$ cat src/hdl/sbct_pkg.sv
// shared types and constants for the swept box collision time block
`timescale 1ns / 1ps
package sbct_pkg;

  localparam int CoordWidth = 32;
  localparam int TimeWidth = 48;
  localparam int SizeWidth = 31;
  localparam int NumAxes = 3;

  typedef enum logic [1:0] {
    AXIS_X = 2'd0,
    AXIS_Y = 2'd1,
    AXIS_Z = 2'd2
  } axis_e;

  typedef enum logic [1:0] {
    CFG_SIZE_X = 2'd0,
    CFG_SIZE_Y = 2'd1,
    CFG_SIZE_Z = 2'd2
  } cfg_idx_e;

  // input beat, mover_min_x in the low bits
  typedef struct packed {
    logic signed [CoordWidth-1:0] obstacle_min_z, obstacle_min_y, obstacle_min_x;
    logic signed [CoordWidth-1:0] velocity_z, velocity_y, velocity_x;
    logic signed [CoordWidth-1:0] mover_max_z, mover_max_y, mover_max_x;
    logic signed [CoordWidth-1:0] mover_min_z, mover_min_y, mover_min_x;
  } sbct_in_t;

  // result beat, hit_time in the low bits
  typedef struct packed {
    logic [1:0]                  normal_axis;
    logic                        hit;
    logic signed [TimeWidth-1:0] hit_time;
  } sbct_out_t;

endpackage

$ cat src/hdl/sbct_merge.sv
// merge of the three lanes: latest entry, earliest exit, hit and axis
`timescale 1ns / 1ps
module sbct_merge import sbct_pkg::*; #(
  parameter int TimeWidth = 48
) (
  input  logic                        clk_i,
  input  logic signed [TimeWidth-1:0] en_i [NumAxes],
  input  logic signed [TimeWidth-1:0] ex_i [NumAxes],
  output logic signed [TimeWidth-1:0] time_o,
  output logic                        hit_o,
  output axis_e                       axis_o
);
  logic signed [TimeWidth-1:0] ent, ext;
  logic                        hit;
  axis_e                       ax;
  always_comb begin
    ent = en_i[0];
    if (en_i[1] > ent) ent = en_i[1];
    if (en_i[2] > ent) ent = en_i[2];
    ext = ex_i[0];
    if (ex_i[1] < ext) ext = ex_i[1];
    if (ex_i[2] < ext) ext = ex_i[2];
    hit = !(ent > ext || (en_i[0] < 0 && en_i[1] < 0 && en_i[2] < 0));
    if (!hit) ax = AXIS_X;
    else if (en_i[0] > en_i[1] && en_i[0] > en_i[2]) ax = AXIS_X;
    else if (en_i[1] > en_i[0] && en_i[1] > en_i[2]) ax = AXIS_Y;
    else ax = AXIS_Z;
  end

  always_ff @(posedge clk_i) begin
    time_o <= hit ? ent : TimeWidth'(65536);
    hit_o  <= hit;
    axis_o <= ax;
  end
endmodule

$ cat config.mk
export PLATFORM = sky130hd
export DESIGN_NAME = sbct_merge
export DESIGN_NICKNAME = d
export VERILOG_FILES = /design/src/hdl/sbct_pkg.sv /design/src/hdl/sbct_merge.sv
export SDC_FILE = /design/constraint.sdc
export NUM_CORES = 1
export LEC_CHECK = 0
export BUFFER_PORTS_ARGS = -buffer_cell sky130_fd_sc_hd__buf_4
export CAP_MARGIN = 15
export CORE_MARGIN = 4
export CORE_UTILIZATION = 35
export CTS_BUF_LIST = sky130_fd_sc_hd__clkbuf_16
export DETAILED_ROUTE_END_ITERATION = 10
export SLEW_MARGIN = 25
export SYNTH_ARGS = -nofsm -noshare
export SYNTH_HDL_FRONTEND = slang
export SYNTH_SLANG_ARGS = --single-unit
$ cat constraint.sdc
create_clock -name clk_i -period 7.5 [get_ports clk_i]
set_input_delay 0.75 -clock clk_i [delete_from_list [all_inputs] [get_ports clk_i]]
set_output_delay 0.75 -clock clk_i [all_outputs]
set_load 0.02 [all_outputs]
==> flow_summary.ini <==
[run_status]
outcome = finished, violations left
violations = setup timing

[sta]
timing.slew.headroom_pct = 48.9
finalMaxSlewViolations = 0
fin_ws_ns = -0.395
fin_crit_ns = 7.89
worst_pin_slew_ns = 0.761
period_share_pct = 105
hold_viol = 0
setup-tns-final_ns = -16.47
finalSetupViolCount = 51
fmax_ghz = 0.127
rsz0062_at_grt = yes

[yosys]
synth_fp_nets = 2337
syn_inst = 1713
yosysWarnings = 0
yosys.area.top_type = ha_1
synthAdderAreaFrac_pct = 30.8
synthArstFlopShare_pct = 0
synth_top_area_share_pct = 30.8
yosysUniqueCellTypes = 61
synth_area_per_cell_um2 = 7.94
synth_seq_cells = 51
syn-cell-area_mm2 = 0.0136
synth_common_cells = ha_1 (335), a21oi_1 (220), inv_1 (165)
synth_flop_cell = dfxtp_1
synthSimpleGateAreaFrac_pct = 20.6
synth.yosys.seq_area_share_pct = 7.51
yosysMostFrequentCell = ha_1
synth_compound_area_share_pct = 26.2
synth_xor_xnor_area_share_pct = 0
synth-edff-count = 0
synth_top_family_by_area = adder cells
ys_top_cells_by_area = ha_1 (31%), a21oi_1 (8.1%), dfxtp_1 (7.5%)
synthMuxAreaShare_pct = 7.08

[grt]
antenna_found_initial = 0
track_usage_pct = 25.5
grt_pass1_wl_mm = 86.5
grt_max_degree = 53
grt_pass1_vias = 16100
overflow = 0

[pwr]
leakage_nw = 10.9
finalPower_mw = 4.15
sequentialPowerShare_pct = 11.2
power_density_mw_per_mm2 = 185
irDropWorstVdd_uv = 96.2
power.share.clock_pct = 5.5
switchingPower_mw = 1.95
combinationalPowerShare_pct = 83.3
p_int_mw = 2.20
swShare_pct = 47.1

[placement]
place_area_mm2 = 0.0196
place.gp.congestion = 0.944
place_inst = 2867
dp_hpwl_mm = 47.6
port_buffers = 339

[critical_path]
timing.critical_path.mode_cell = ha_1
worstPathArrival_ns = 8.12
worstPathRequired_ns = 7.72
end_kind = flip-flop
critPathMaxStageDelay_ns = 0.44
critPathMaxFanout = 8
crit_slowest_cell = or3_4
worst-setup-path-type = in -> reg
start_kind = input port

[route]
vias_per_cell = 5.62
dr.first_iter.drc_count = 982
routed_wl_mm = 59.5
vias = 16600
drc = 0
first_pass_iters = 5
ant_nets = 0
wl_per_cell_um = 20.1

[clocking]
cts_buffers = 5
tritoncts = yes
ctsRootBufferMaster = clkbuf_16
cts.sinks = 51
clk_pin_slew_ns = 0.07
clockBufferDepth = 2
htree_levels = 2

[floorplan]
die_height_um = 205
initial_core_util_pct = 35.8
die_w_um = 205
die-area_mm2 = 0.0421
rows = 71
core_mm2 = 0.0380
ios = 340

[cells_and_area]
areaGrowthSynthToFinish_pct = 64.8
post-route-util_pct = 58.9
fin_cells = 2953
n_antenna_cell = 0
stdcell_area_mm2 = 0.0224
nets = 3065
drive_gt1_share_pct = 46.6

[hold_path]
hold_class = in -> reg

[run]
max_cap_viol_count = 0
-- state kept, by name, indices dropped and copies added (netlist names) --
register  cells
time_o       48
axis_o        2
hit_o         1
-- logic make-up after synthesis --
group                      count (synthesis)
buffers and inverters                    264
muxes                                     96
and+or+nand+nor                          432
DFF                                       51
adders and majority gates                335
AOI/OAI and AO/OA                        535
-- stage by stage --
stage	hold WS (ns)	setup WS, ns
2_1_floorplan	0.996	0.00125
3_3_place_gp	1.14	-1.23
3_5_place_dp	1.15	-1.37
4_1_cts	0.826	-0.259
5_1_grt	0.813	-0.589
6_report	0.816	-0.395
-- power by group through the flow --
stage / registers [mW] / logic [mW] / clock network, mW
2_1_floorplan: 0.555 / 1.41 / 0
3_3_place_gp: 0.474 / 2.67 / 0
3_5_place_dp: 0.471 / 2.74 / 0
4_1_cts: 0.466 / 3.03 / 0.228
5_1_grt: 0.468 / 3.72 / 0.237
6_report: 0.466 / 3.46 / 0.228
-- layout by cell type (no fill, tap or decap), drive strengths merged, types with 3 or more instances in the layout --
cell type,count
a21oi,220
o21a,17
o21bai,7
nor3,15
inv,164
nor4,100
ha,335
a31o,3
clkbuf,10
nand4,66
and2,6
a2111o,3
clkinv,3
and4,53
a21o,77
buf,810
mux2i,95
nand2,78
nor2b,21
dfxtp,51
a221o,6
o31ai,4
and3,8
a211o,4
a211oi,102
nand3,21
or3,3
o21ai,51
a2111oi,5
a31oi,7
o211ai,12
a21boi,4
nor2,48
o22ai,4
-- area by class of cell --
| cell class | instances | area (µm²) |
|---|---|---|
| timing repair buffer | 816 | 6730 |
| clock buffer | 5 | 125 |
| sequential | 51 | 1020 |
| multi-input combinational | 1402 | 13200 |
| tap | 511 | 639 |
| inverter | 165 | 637 |
| fill | 3402 | 15600 |
| clock inverter | 3 | 15.0 |
-- critical path: cells and delay by family --
| kind | cells | cell delay, ns |
|---|---|---|
| fa+ha+maj | 3 | 0.82 |
| compound gates | 17 | 3.54 |
| simple gates | 7 | 2.01 |
| mux | 1 | 0.26 |
| buf+inv | 5 | 0.73 |
-- per-layer routing --
| layer | routed length (µm) | global-route usage (%) |
|---|---|---|
| met1 | 26500 | 35.4 |
| met2 | 28300 | 43.6 |
| met3 | 3610 | 2.17 |
| met4 | 1130 | 4.88 |
| met5 | 0 | 0 |
-- path summary, 6_finish.rpt --
path	startpoint	to	cells past startpoint
hold / removal	en_i[29]	time_o[29]	3
setup / recovery	ex_i[94]	time_o[29]	33
-- repair_timing --
action / CTS / global route
pin swaps: 59 / 76
buffers inserted: 25 / 40
setup endpoints to repair: 51 / 51
hold buffers: 0 / 0
gates resized for setup: 162 / 198
gates cloned: 12 / 7
No activity file was read; power rests on OpenSTA's default activity.
